--- src/design/dse_pkg.sv ---
package dse_pkg;

  localparam int BUFFER_DEPTH    = 64;
  localparam int MIN_UPDATE_MS   = 12;
  localparam int STORE_PERIOD_MS = 10;
  localparam int MAX_LOOKUP_MS   = 200;
  localparam int MS_PER_S        = 1000;

  localparam int TIME_W     = 32;
  localparam int ALT_W      = 32;
  localparam int NOISE_W    = 16;
  localparam int DRIFT_W    = 12;
  localparam int AMP_W      = 16;
  localparam int DELAY_W    = 16;
  localparam int DIST_W     = 8;
  localparam int CFG_DATA_W = 32;
  localparam int CFG_IDX_W  = 3;

  localparam logic [ALT_W-1:0] ALT_MAX = {1'b0, {(ALT_W-1){1'b1}}};
  localparam logic [ALT_W-1:0] ALT_MIN = {1'b1, {(ALT_W-1){1'b0}}};

  typedef enum logic [CFG_IDX_W-1:0] {
    REG_SENSOR_PRESENT  = 3'd0,
    REG_DISABLE         = 3'd1,
    REG_DRIFT_RATE      = 3'd2,
    REG_NOISE_AMPLITUDE = 3'd3,
    REG_GLITCH_OFFSET   = 3'd4,
    REG_DELAY_MS        = 3'd5
  } cfg_reg_t;

  typedef struct packed {
    logic signed [DRIFT_W-1:0] drift_rate;
    logic        [AMP_W-1:0]   noise_amplitude;
    logic signed [ALT_W-1:0]   glitch_offset;
  } calc_cfg_t;

  typedef struct packed {
    logic             done;
    logic [ALT_W-1:0] value;
  } calc_res_t;

  typedef struct packed {
    logic             done;
    logic             found;
    logic             is_new;
    logic [ALT_W-1:0] alt;
  } srch_res_t;

endpackage

--- src/design/dse_buf.sv ---
module dse_buf #(
  parameter int BUFFER_DEPTH = dse_pkg::BUFFER_DEPTH
) (
  input  logic                             clk,
  input  logic                             rst,
  input  logic                             start,
  input  logic [dse_pkg::TIME_W-1:0]       target,
  input  logic [dse_pkg::TIME_W-1:0]       now,
  input  logic                             store,
  input  logic [$clog2(BUFFER_DEPTH)-1:0]  w_idx,
  input  logic                             wr_en,
  input  logic [dse_pkg::ALT_W-1:0]        wr_alt,
  output dse_pkg::srch_res_t               res
);

  localparam int IW     = $clog2(BUFFER_DEPTH);
  localparam int WORD_W = dse_pkg::ALT_W + dse_pkg::TIME_W;
  localparam int TW     = dse_pkg::TIME_W;
  localparam int DW     = dse_pkg::DIST_W;

  logic [WORD_W-1:0]       mem [BUFFER_DEPTH];
  logic [BUFFER_DEPTH-1:0] filled;

  logic                    scan;
  logic [IW-1:0]           cnt;
  logic                    rd_vld;
  logic [IW-1:0]           rd_idx;
  logic [WORD_W-1:0]       rd_word;
  logic                    rd_ok;

  logic [DW-1:0]           best;
  logic                    best_new;
  logic [dse_pkg::ALT_W-1:0] best_alt;
  logic                    done;

  logic                    is_new;
  logic [TW-1:0]           ts;
  logic [dse_pkg::ALT_W-1:0] ent_alt;
  logic [TW-1:0]           d;
  logic                    pos_near;
  logic                    neg_near;
  logic [DW-1:0]           mag;
  logic                    hit;

  assign is_new   = store && (rd_idx == w_idx);
  assign ts       = is_new ? now : (rd_ok ? rd_word[TW-1:0] : '0);
  assign ent_alt  = rd_ok ? rd_word[WORD_W-1:TW] : '0;
  assign d        = target - ts;
  assign pos_near = !d[TW-1] && ~|d[TW-1:DW];
  assign neg_near = d[TW-1] && &d[TW-1:DW] && |d[DW-1:0];
  assign mag      = d[TW-1] ? DW'(-d[DW-1:0]) : d[DW-1:0];
  assign hit      = rd_vld && (pos_near || neg_near) && (mag < best);

  always_ff @(posedge clk) begin
    if (wr_en) begin
      mem[w_idx] <= {wr_alt, now};
    end
    if (scan) begin
      rd_word <= mem[cnt];
    end
  end

  always_ff @(posedge clk) begin
    if (rst) begin
      filled <= '0;
      scan   <= 1'b0;
      rd_vld <= 1'b0;
      done   <= 1'b0;
      cnt    <= '0;
    end else begin
      if (wr_en) begin
        filled[w_idx] <= 1'b1;
      end
      rd_vld <= scan;
      if (start) begin
        scan <= 1'b1;
        cnt  <= '0;
        done <= 1'b0;
      end else if (scan) begin
        cnt <= cnt + IW'(1);
        if (cnt == IW'(BUFFER_DEPTH - 1)) begin
          scan <= 1'b0;
        end
      end
      if (rd_vld && rd_idx == IW'(BUFFER_DEPTH - 1)) begin
        done <= 1'b1;
      end
    end
  end

  always_ff @(posedge clk) begin
    if (scan) begin
      rd_idx <= cnt;
      rd_ok  <= filled[cnt];
    end
    if (start) begin
      best     <= DW'(dse_pkg::MAX_LOOKUP_MS);
      best_new <= 1'b0;
    end else if (hit) begin
      best     <= mag;
      best_new <= is_new;
      best_alt <= ent_alt;
    end
  end

  assign res.done   = done;
  assign res.found  = best < DW'(dse_pkg::MAX_LOOKUP_MS);
  assign res.is_new = best_new;
  assign res.alt    = best_alt;

endmodule

--- config.mk ---
export PLATFORM = sky130hd
export DESIGN_NAME = dse_buf
export DESIGN_NICKNAME = d
export VERILOG_FILES = /design/src/design/dse_pkg.sv /design/src/design/dse_buf.sv
export SDC_FILE = /design/constraint.sdc
export NUM_CORES = 2
export LEC_CHECK = 0
export BUFFER_PORTS_ARGS = -buffer_cell sky130_fd_sc_hd__buf_2
export CAP_MARGIN = 20
export CORE_ASPECT_RATIO = 1.1
export CORE_UTILIZATION = 37
export DETAILED_ROUTE_END_ITERATION = 8
export SYNTH_ARGS = -nofsm -noshare
export SYNTH_HDL_FRONTEND = slang
export SYNTH_SLANG_ARGS = --single-unit
--- constraint.sdc ---
create_clock -name clk -period 22.8 [get_ports clk]
set_clock_uncertainty 0.2 [all_clocks]
set_input_delay 0 -clock clk [delete_from_list [all_inputs] [get_ports clk]]
set_output_delay 0 -clock clk [all_outputs]
set_load 0.02 [all_outputs]
==> results.toml <==
[run_status]
outcome = "finished with violations"
violations = "negative hold slack"

[power_and_ir_drop]
p_leak_uw = 0.0560
peakVddDrop_uv = 64.7
power.density_nw_per_um2 = 85.2

[clocking]
h-tree-depth = 5
cts_resized = 0
cts.clk_slew.worst_paths_ns = 0.07
cts_buffers = 400
cts_tree = "done"
clock_path_buffers = 4
postCtsSetupRepairBufs = 0
insertion_delay_ns = 0.95
holdBufCountCts = 92
clock_tree.root_cell = "clkbuf_16"
numClockSinks = 4281

[place]
io_buffers = 141
dp_slack_ns = 13.65
dp_cells = 12708
place_congestion = 0.800
hpwl_um = 235000

[drt]
vias = 78851
drtIter0Drc = 10655
remaining_drc_errors = 0
wl_um = 467000
drt_first_pass_iters = 6
antenna_left = 0
viasPerCell = 5.82
wl_per_cell_um = 34.4

[critical_path]
critPathKind = "reg2reg"
crit_path_start = "rd_idx[5]"
regToRegEndpoint = "best[1]"
cpPeakStageDelay_ns = 0.78
cp_data_required_time_ns = 23.40
crit_top_cell = "a21oi_1"
rr_worst_depth = 28
worstSetupStartpointType = "flip-flop"
crit_fanout = 32
crit_path_end_kind = "flip-flop"
timing.rr.start = "rd_idx[5]"
critPathArrivalTime_ns = 10.32
r2r_slack_ns = 13.08
crit_slowest_cell = "xor2_1"

[synthesis]
syn_avg_cell_area_sq_um = 24.3
synthTopCellsByArea = "edfxtp_1 (77%), mux4_2 (19%), dfxtp_1 (1.0%), clkbuf_1 (0.63%), nor2_1 (0.51%)"
synth.most_common_cell = "edfxtp_1"
synthArstFlopShare_pct = 0
syn-num-nets = 6928
synth_seq_area_share_pct = 77.7
syn_area_sq_um = 164000
synth.top_cell.area_share_pct = 76.7
synth_edf_count = 4199
yosysWarnings = 0
postSynthCellCount = 6780
synth_largest_area_cell = "edfxtp_1"
ys_ff_latch = 4281
synthTopCellsByCount = "edfxtp_1 (4199), mux4_2 (1365), clkbuf_1 (275), nor2_1 (222), dfxtp_1 (82)"
synthFlopType = "edfxtp_1"
synth_cell_types = 77

[timing]
hold_viol_final = 3
worst_pin_slew_ns = 1.19
max_slew_margin_pct = 20.9
holdWs_ns = -0.0160
period_needed_ns = 9.72
timing.final.setup_violations = 0
max_freq_mhz = 103
post-route-period-util_pct = 42.6
slew_violations = 0
fin_ws_ns = 13.08
rsz0062_at_grt = "no"
tns_ns = 0

[min_path]
min_from = "now[7]"
holdPathEnd = "mem[49][7]"
holdPathStages = 3
hold_path_class = "in2reg"

[global_route]
first_global_vias = 79236
grt_pass1_wl_um = 642000
track_usage_pct = 20.6
antenna_found_initial = 38
grt_max_degree = 155
globalRouteOverflowTotal = 0

[flow_run]
maxCapViolCount = 0

[die]
dieArea_sq_um = 447000
initial_core_util_pct = 37.2
core_area_sq_um = 442000
die_w_um = 638
rows = 256
ios = 142
die_height_um = 701

[finish]
syn_to_final_growth_pct = 14.3
fin_nets = 7435
layout.cells.non_filler = 13558
multi_input_area_sq_um = 35800
seq_area_sq_um = 128000
fillers = 37285
layout-drive-gt1-share_pct = 31.7
==> layout make-up <==
cell class / count / share of cell area (%)
Sequential cell: 4281 / 68.0
Multi-Input combinational cell: 2112 / 19.0
Timing Repair Buffer: 468 / 2.05
Antenna cell: 13 / 0.0173
Tap cell: 5934 / 3.95
Clock inverter: 250 / 1.38
Inverter: 24 / 0.0479
Clock buffer: 476 / 5.57
==> metal layers <==
| layer | vias to the layer above | track usage [%] | wire length [um] |
|---|---|---|---|
| li1 | 30346 | - | - |
| met1 | 44008 | 28.1 | 183000 |
| met2 | 3846 | 34.7 | 233000 |
| met3 | 629 | 3.42 | 39900 |
| met4 | 22 | 4.59 | 10400 |
| met5 | - | 0 | 139 |
==> cells in the final DEF, fill, tap and decap left out, types with 69 or more instances in the layout <==
master	synthesis	layout
a21oi_1	74	73
buf_2	11	141
buf_4	3	193
clkbuf_16	0	407
clkinv_1	0	89
clkinv_2	0	69
dfxtp_1	82	75
dlygate4sd3_1	0	100
edfxtp_1	4199	4199
mux4_2	1365	1365
nor2_1	222	162
==> registers in the layout (all words and copies together) (netlist names), 6 cells and up <==
name	cells
best	8
best_alt	32
cnt	6
filled	64
mem	4096
rd_idx	6
rd_word	64
==> cells by family after synthesis <==
group	after synthesis	synth area share [%]
XOR/XNOR	36	0.196
AO/OA/AOI/OAI	187	0.758
multiplexers	1376	18.8
AND/OR/NAND/NOR	472	1.40
flip-flops	4281	77.7
adder cells (fa/ha/maj)	41	0.316
buffers and inverters	387	0.904
==> worst max-delay path by stage <==
stage | endpoint | slack (ns) | cells after the start
3_3_place_gp | best_alt[30] | 13.41 | 27
5_1_grt | best[1] | 12.58 | 28
6_report | best[1] | 13.08 | 28
3_5_place_dp | best_alt[30] | 13.65 | 27
4_1_cts | best[1] | 13.37 | 28
2_1_floorplan | best_alt[0] | 15.17 | 28
==> power by group <==
group | leakage, uW | switching, uW | total, uW | internal [uW]
Combinational | 0.0111 | 344 | 561 | 217
Clock | 0.00637 | 2900 | 6750 | 3850
Sequential | 0.0385 | 18.4 | 8710 | 8700
==> critical path, delay by kind of cell, from the launching register on <==
kind	cells	cell delay (ns)
AOI/OAI and AO/OA	12	3.06
xor gates and xnor gates	2	0.98
adders and majority gates	2	0.84
buffers and inverters	3	1.70
and+or+nand+nor	9	2.35
DFF	1	0.41
==> metrics by stage <==
stage | hold slack (ns) | power [uW] | area [sq um] | util (%)
after CTS | 0.00222 | 16100 | 188000 | 42.4
final | -0.0160 | 16000 | 188000 | 42.5
after global placement | 0.244 | 9410 | 173000 | 39.2
after floorplan | -0.101 | 9190 | 164000 | -
after global routing | 0.00411 | 16400 | 188000 | 42.5
after detailed placement | 0.258 | 9430 | 174000 | 39.3
(Power assumes the default switching activity.)
