File: config.mk
export PLATFORM = sky130hd
export DESIGN_NAME = dse_calc
export DESIGN_NICKNAME = d
export VERILOG_FILES = /design/src/design/dse_pkg.sv /design/src/design/dse_calc.sv
export SDC_FILE = /design/constraint.sdc
export NUM_CORES = 2
export LEC_CHECK = 0
export BUFFER_PORTS_ARGS = -buffer_cell sky130_fd_sc_hd__buf_4
export CORE_ASPECT_RATIO = 0.5
export CORE_UTILIZATION = 35
export CTS_BUF_LIST = sky130_fd_sc_hd__clkbuf_8
export DETAILED_ROUTE_END_ITERATION = 8
export PLACE_DENSITY = 0.58
export SLEW_MARGIN = 20
export SYNTH_ARGS = -nofsm -noshare
export SYNTH_HDL_FRONTEND = slang
export SYNTH_SLANG_ARGS = --single-unit
File: constraint.sdc
create_clock -name clk -period 20.4 [get_ports clk]
set_input_delay 2.04 -clock clk [delete_from_list [all_inputs] [get_ports clk]]
set_output_delay 2.04 -clock clk [all_outputs]
set_load 0.1 [all_outputs]
File: src/design/dse_pkg.sv
package dse_pkg;

  localparam int BUFFER_DEPTH    = 64;
  localparam int MIN_UPDATE_MS   = 12;
  localparam int STORE_PERIOD_MS = 10;
  localparam int MAX_LOOKUP_MS   = 200;
  localparam int MS_PER_S        = 1000;

  localparam int TIME_W     = 32;
  localparam int ALT_W      = 32;
  localparam int NOISE_W    = 16;
  localparam int DRIFT_W    = 12;
  localparam int AMP_W      = 16;
  localparam int DELAY_W    = 16;
  localparam int DIST_W     = 8;
  localparam int CFG_DATA_W = 32;
  localparam int CFG_IDX_W  = 3;

  localparam logic [ALT_W-1:0] ALT_MAX = {1'b0, {(ALT_W-1){1'b1}}};
  localparam logic [ALT_W-1:0] ALT_MIN = {1'b1, {(ALT_W-1){1'b0}}};

  typedef enum logic [CFG_IDX_W-1:0] {
    REG_SENSOR_PRESENT  = 3'd0,
    REG_DISABLE         = 3'd1,
    REG_DRIFT_RATE      = 3'd2,
    REG_NOISE_AMPLITUDE = 3'd3,
    REG_GLITCH_OFFSET   = 3'd4,
    REG_DELAY_MS        = 3'd5
  } cfg_reg_t;

  typedef struct packed {
    logic signed [DRIFT_W-1:0] drift_rate;
    logic        [AMP_W-1:0]   noise_amplitude;
    logic signed [ALT_W-1:0]   glitch_offset;
  } calc_cfg_t;

  typedef struct packed {
    logic             done;
    logic [ALT_W-1:0] value;
  } calc_res_t;

  typedef struct packed {
    logic             done;
    logic             found;
    logic             is_new;
    logic [ALT_W-1:0] alt;
  } srch_res_t;

endpackage

File: src/design/dse_calc.sv
module dse_calc (
  input  logic                                clk,
  input  logic                                rst,
  input  logic                                start,
  input  dse_pkg::calc_cfg_t                  cfg,
  input  logic        [dse_pkg::TIME_W-1:0]   now,
  input  logic signed [dse_pkg::ALT_W-1:0]    alt,
  input  logic signed [dse_pkg::NOISE_W-1:0]  noise,
  output dse_pkg::calc_res_t                  res
);

  localparam int TW      = dse_pkg::TIME_W;
  localparam int MAGIC_W = 29;
  localparam logic [MAGIC_W-1:0] DIV_MAGIC = 29'h10624DD3;
  localparam int DIV_SH  = 38;
  localparam int MP_W    = TW + MAGIC_W;
  localparam int QT_W    = 23;
  localparam int RT_W    = $clog2(dse_pkg::MS_PER_S);
  localparam int HI_W    = dse_pkg::DRIFT_W + QT_W;
  localparam int PL_W    = dse_pkg::DRIFT_W + RT_W;
  localparam int LO_W    = dse_pkg::DRIFT_W;
  localparam int DR_W    = HI_W + 1;
  localparam int NP_W    = dse_pkg::AMP_W + dse_pkg::NOISE_W + 1;
  localparam int NQ_W    = NP_W - (dse_pkg::NOISE_W - 1);
  localparam int BASE_W  = dse_pkg::ALT_W + 1;
  localparam int SUM_W   = DR_W + 1;

  typedef enum logic [7:0] {
    C_IDLE = 8'b0000_0001,
    C_QT   = 8'b0000_0010,
    C_RM   = 8'b0000_0100,
    C_LP   = 8'b0000_1000,
    C_LD   = 8'b0001_0000,
    C_DR   = 8'b0010_0000,
    C_SUM  = 8'b0100_0000,
    C_SAT  = 8'b1000_0000
  } cstate_t;

  cstate_t                     state;
  logic                        done;
  logic [dse_pkg::DRIFT_W-1:0] dmag;
  logic                        neg;
  logic [QT_W-1:0]             qt;
  logic [RT_W-1:0]             rt;
  logic [HI_W-1:0]             hi;
  logic [PL_W-1:0]             pl;
  logic [LO_W-1:0]             lo;
  logic signed [DR_W-1:0]      drift;
  logic signed [NP_W-1:0]      np;
  logic signed [NQ_W-1:0]      nq;
  logic signed [BASE_W-1:0]    base;
  logic signed [SUM_W-1:0]     sum;
  logic [dse_pkg::ALT_W-1:0]   value;

  logic [dse_pkg::DRIFT_W-1:0] dr_mag;
  logic [MP_W-1:0]             qt_prod;
  logic [MP_W-1:0]             lo_prod;
  logic [TW-1:0]               rm_full;
  logic signed [DR_W-1:0]      dr_sum;
  logic signed [NP_W-1:0]      np_full;
  logic signed [NP_W-1:0]      np_adj;
  logic                        in_range;

  assign dr_mag  = cfg.drift_rate[dse_pkg::DRIFT_W-1] ?
                   dse_pkg::DRIFT_W'(-cfg.drift_rate) : cfg.drift_rate;
  assign qt_prod = MP_W'(now) * MP_W'(DIV_MAGIC);
  assign lo_prod = MP_W'(pl) * MP_W'(DIV_MAGIC);
  assign rm_full = now - (TW'(qt) * TW'(dse_pkg::MS_PER_S));
  assign dr_sum  = DR_W'(hi) + DR_W'(lo);
  assign np_full = $signed({1'b0, cfg.noise_amplitude}) * noise;
  assign np_adj  = np + (np[NP_W-1] ? NP_W'((1 << (dse_pkg::NOISE_W - 1)) - 1) : NP_W'(0));

  assign in_range = &sum[SUM_W-1:dse_pkg::ALT_W-1] || ~|sum[SUM_W-1:dse_pkg::ALT_W-1];

  always_ff @(posedge clk) begin
    if (rst) begin
      state <= C_IDLE;
      done  <= 1'b0;
    end else begin
      unique case (state)
        C_IDLE: begin
          if (start) begin
            done  <= 1'b0;
            state <= C_QT;
          end
        end
        C_QT: begin
          state <= C_RM;
        end
        C_RM: begin
          state <= C_LP;
        end
        C_LP: begin
          state <= C_LD;
        end
        C_LD: begin
          state <= C_DR;
        end
        C_DR: begin
          state <= C_SUM;
        end
        C_SUM: begin
          state <= C_SAT;
        end
        C_SAT: begin
          done  <= 1'b1;
          state <= C_IDLE;
        end
        default: begin
          state <= C_IDLE;
        end
      endcase
    end
  end

  always_ff @(posedge clk) begin
    unique case (state)
      C_IDLE: begin
        if (start) begin
          dmag <= dr_mag;
          neg  <= cfg.drift_rate[dse_pkg::DRIFT_W-1];
          np   <= np_full;
          base <= BASE_W'(alt) + BASE_W'(cfg.glitch_offset);
        end
      end
      C_QT: begin
        qt <= qt_prod[DIV_SH +: QT_W];
        nq <= np_adj[NP_W-1:dse_pkg::NOISE_W-1];
      end
      C_RM: begin
        rt <= rm_full[RT_W-1:0];
        hi <= HI_W'(dmag) * HI_W'(qt);
      end
      C_LP: begin
        pl <= PL_W'(dmag) * PL_W'(rt);
      end
      C_LD: begin
        lo <= lo_prod[DIV_SH +: LO_W];
      end
      C_DR: begin
        drift <= neg ? -dr_sum : dr_sum;
      end
      C_SUM: begin
        sum <= SUM_W'(base) + SUM_W'(drift) + SUM_W'(nq);
      end
      C_SAT: begin
        value <= in_range ? sum[dse_pkg::ALT_W-1:0] :
                 (sum[SUM_W-1] ? dse_pkg::ALT_MIN : dse_pkg::ALT_MAX);
      end
      default: begin
      end
    endcase
  end

  assign res.done  = done;
  assign res.value = value;

endmodule

==> flow_metrics.env <==
export IMPL_final_hold_viol_count=0
export IMPL_syn_num_nets=8198
export IMPL_worst_pin_slew_ns=1.04
export IMPL_num_vias=40500
export IMPL_max_freq_mhz=116
export IMPL_port_buffers=175
export IMPL_ys_warn_count=0
export IMPL_setup_violations=0
export IMPL_overflow=0
export IMPL_grt_busiest_layer="met2"
export IMPL_async_flop_share=0
export IMPL_reg2reg_setup_slack_ns=12.82
export IMPL_htreeDepth=2
export IMPL_start_kind="input port"
export IMPL_area_delta_synth_final_pct=8.44
export IMPL_clk_path_buf_depth=3
export IMPL_firstDrtPassIters=7
export IMPL_viasPerCell=4.76
export IMPL_grt_antenna_before_repair=4
export IMPL_n_fill_cell=17000
export IMPL_drt_iter0_markers=2145
export IMPL_end_kind="flop"
export IMPL_use_met2=0.275
export IMPL_post_drt_wl_per_cell_um=16.8
export IMPL_met1_usage=0.245
export IMPL_synth_cells=6059
export IMPL_hold_buffers=0
export IMPL_post_cts_setup_buffers=0
export IMPL_nNetsFinal=8315
export IMPL_fin_ws_ns=11.78
export IMPL_cp_data_required_time_ns=20.84
export IMPL_clkTransAtPathRegs_ns=0.07
export IMPL_wirelength_um=143000
export IMPL_grt_pass1_vias=42800
export IMPL_root_buffer="clkbuf_8"
export IMPL_synth_area_mm2=0.0605
export IMPL_synth_flop_cell="edfxtp_1"
export IMPL_clock_latency_ns=0.71
export IMPL_grtUsageMet3=0.0179
export IMPL_hpwl_um=119000
export IMPL_final_layout_size_suffix_gt1_frac=0.0521
export IMPL_fin_setup_tns_ns=0
export IMPL_drv_slew=0
export IMPL_cp_max_fo=10
export IMPL_initial_core_util=0.354
export IMPL_outcome="completed"
export IMPL_finClkSkew_ns=0.0578
export IMPL_grt_pass1_wl_um=234000
export IMPL_row_count=107
export IMPL_synth_edf_count=304
export IMPL_path_class="in2reg"
export IMPL_avgSynthCellArea_um2=9.98
export IMPL_clock_sinks=313
export IMPL_cap_viol_max_count=0
export IMPL_relSlewSlack=0.301
export IMPL_drc=0
export IMPL_coreArea_mm2=0.171
export IMPL_gp_congestion=0.891
export IMPL_ys_seq_area_frac=0.154
export IMPL_cts_tree="built"
export IMPL_fin_crit_ns=8.62
export IMPL_synth_seq_cells=313
export IMPL_rsz0062_at_grt="no"
export IMPL_synth_cell_types=71
export IMPL_hp_class="reg2reg"
export IMPL_fin_crit_sh=0.422
export IMPL_die_area_mm2=0.175
export IMPL_die_y_um=296
export IMPL_ant_nets=0
export IMPL_grt_max_degree=64
export IMPL_grt_usage=0.168
export IMPL_ios=176
export IMPL_die_x_um=590
export IMPL_dp_slack_ns=11.06
export IMPL_cts_buffers=55
export IMPL_cts_resized=0
export IMPL_worstPathArrival_ns=9.06
==> metal layers <==
layer / routed length, um / vias to the layer above
li1: - / 19400
met1: 71000 / 20200
met2: 64400 / 738
met3: 6090 / 120
met4: 1830 / 8
met5: 55 / -
==> synth_stat cells (all sizes together), types with 7 or more instances <==
cell type / count / share of area
inv: 1445 / 0.090
ha: 988 / 0.20
a31o: 7 / 0.0010
nor4: 11 / 0.0011
nand3: 50 / 0.0041
a31oi: 23 / 0.0024
dfxtp: 9 / 0.0030
a211oi: 28 / 0.0036
nor2: 160 / 0.0099
o41ai: 7 / 0.0010
a21o: 132 / 0.016
o211ai: 17 / 0.0021
or2: 12 / 0.0012
or3: 9 / 0.00093
and3: 36 / 0.0037
xor2: 75 / 0.011
a211o: 7 / 0.0010
nand2: 527 / 0.033
nor2b: 29 / 0.0030
o21bai: 30 / 0.0037
o21a: 34 / 0.0042
xnor2: 199 / 0.029
fa: 1008 / 0.33
o31ai: 15 / 0.0019
a21oi: 167 / 0.014
a41oi: 7 / 0.0010
nand4: 34 / 0.0035
nor3: 46 / 0.0038
nand3b: 8 / 0.00099
o21ai: 127 / 0.011
clkbuf: 133 / 0.0083
edfxtp: 304 / 0.15
nand2b: 41 / 0.0042
and2: 244 / 0.025
==> flip-flops by register name (all words and copies together) (netlist names), 18 cells and up <==
name	count
hi	35
qt	23
np	33
drift	36
nq	18
pl	22
base	33
value	32
sum	37
==> per-stage QoR <==
| stage | instances | utilization | hold WS [ns] | instance area (um2) |
|---|---|---|---|---|
| 2_1_floorplan | 6059 | - | 0.448 | 60500 |
| 3_3_place_gp | 8408 | 0.376 | 0.465 | 64300 |
| 3_5_place_dp | 8408 | 0.376 | 0.472 | 64300 |
| 4_1_cts | 8511 | 0.384 | 0.494 | 65600 |
| 5_1_grt | 8512 | 0.384 | 0.521 | 65600 |
| 6_report | 8512 | 0.384 | 0.487 | 65600 |
==> cells in the final DEF (no fill, tap or decap), drive strengths merged, types with 23 or more instances in the layout <==
cell	n
and2	244
fa	1008
buf	197
a211oi	28
nor2	160
nor3	46
clkbuf	56
o21a	34
o21bai	30
nand4	34
clkinv	24
and3	36
xnor2	199
a21o	132
nor2b	29
nand3	50
xor2	75
o21ai	127
edfxtp	304
a31oi	23
nand2	527
a21oi	167
inv	1458
nand2b	41
ha	988
==> final cells by class <==
class | instances | area (um2) | share of cell area
multi-input cells | 4164 | 45300 | 0.690
flip-flops and latches | 313 | 9310 | 0.142
inverters | 1445 | 5420 | 0.0827
well taps | 2289 | 2860 | 0.0437
repair buffers | 197 | 1480 | 0.0225
clock buffers | 56 | 771 | 0.0118
clock inverters | 47 | 472 | 0.00719
diodes | 1 | 2.50 | 0.0000382
==> cells by family after synthesis <==
kind of cell / Yosys count / share of synthesized area
compound gates: 658 / 0.0712
xor+xnor: 274 / 0.0397
fa+ha+maj: 1996 / 0.538
buf+inv: 1582 / 0.0982
flops: 313 / 0.154
mux: 7 / 0.00118
simple gates: 1229 / 0.0978
==> path summary, 6_finish.rpt <==
| kind | startpoint | endpoint | depth (start not counted) |
|---|---|---|---|
| setup / recovery | now[20] | qt[16] | 27 |
| setup reg to reg | pl[4] | lo[11] | 24 |
| hold reg to reg | done | done | 2 |
| hold / removal | done | done | 2 |
==> critical path, stage by stage <==
cell and delay [ns]:
buf_4 0.18, ha_1 0.33, fa_1 0.41, fa_1 0.49
inv_1 0.05, fa_1 0.47, inv_1 0.05, fa_1 0.49
inv_1 0.06, fa_1 0.53, inv_1 0.05, fa_1 0.47
inv_1 0.05, fa_1 0.47, inv_1 0.04, ha_1 0.30
a21oi_1 0.13, nor2b_1 0.06, a2111oi_0 0.35, o21ai_0 0.16
a21boi_0 0.39, nor4bb_1 0.45, nor3_1 0.16, nor2_1 0.23
a21oi_1 0.19, o41ai_1 0.33, xnor2_1 0.12
Power is left out: the tool's default activity adds up to more than one toggle a clock period on the data nets, which glitch-free logic cannot reach.
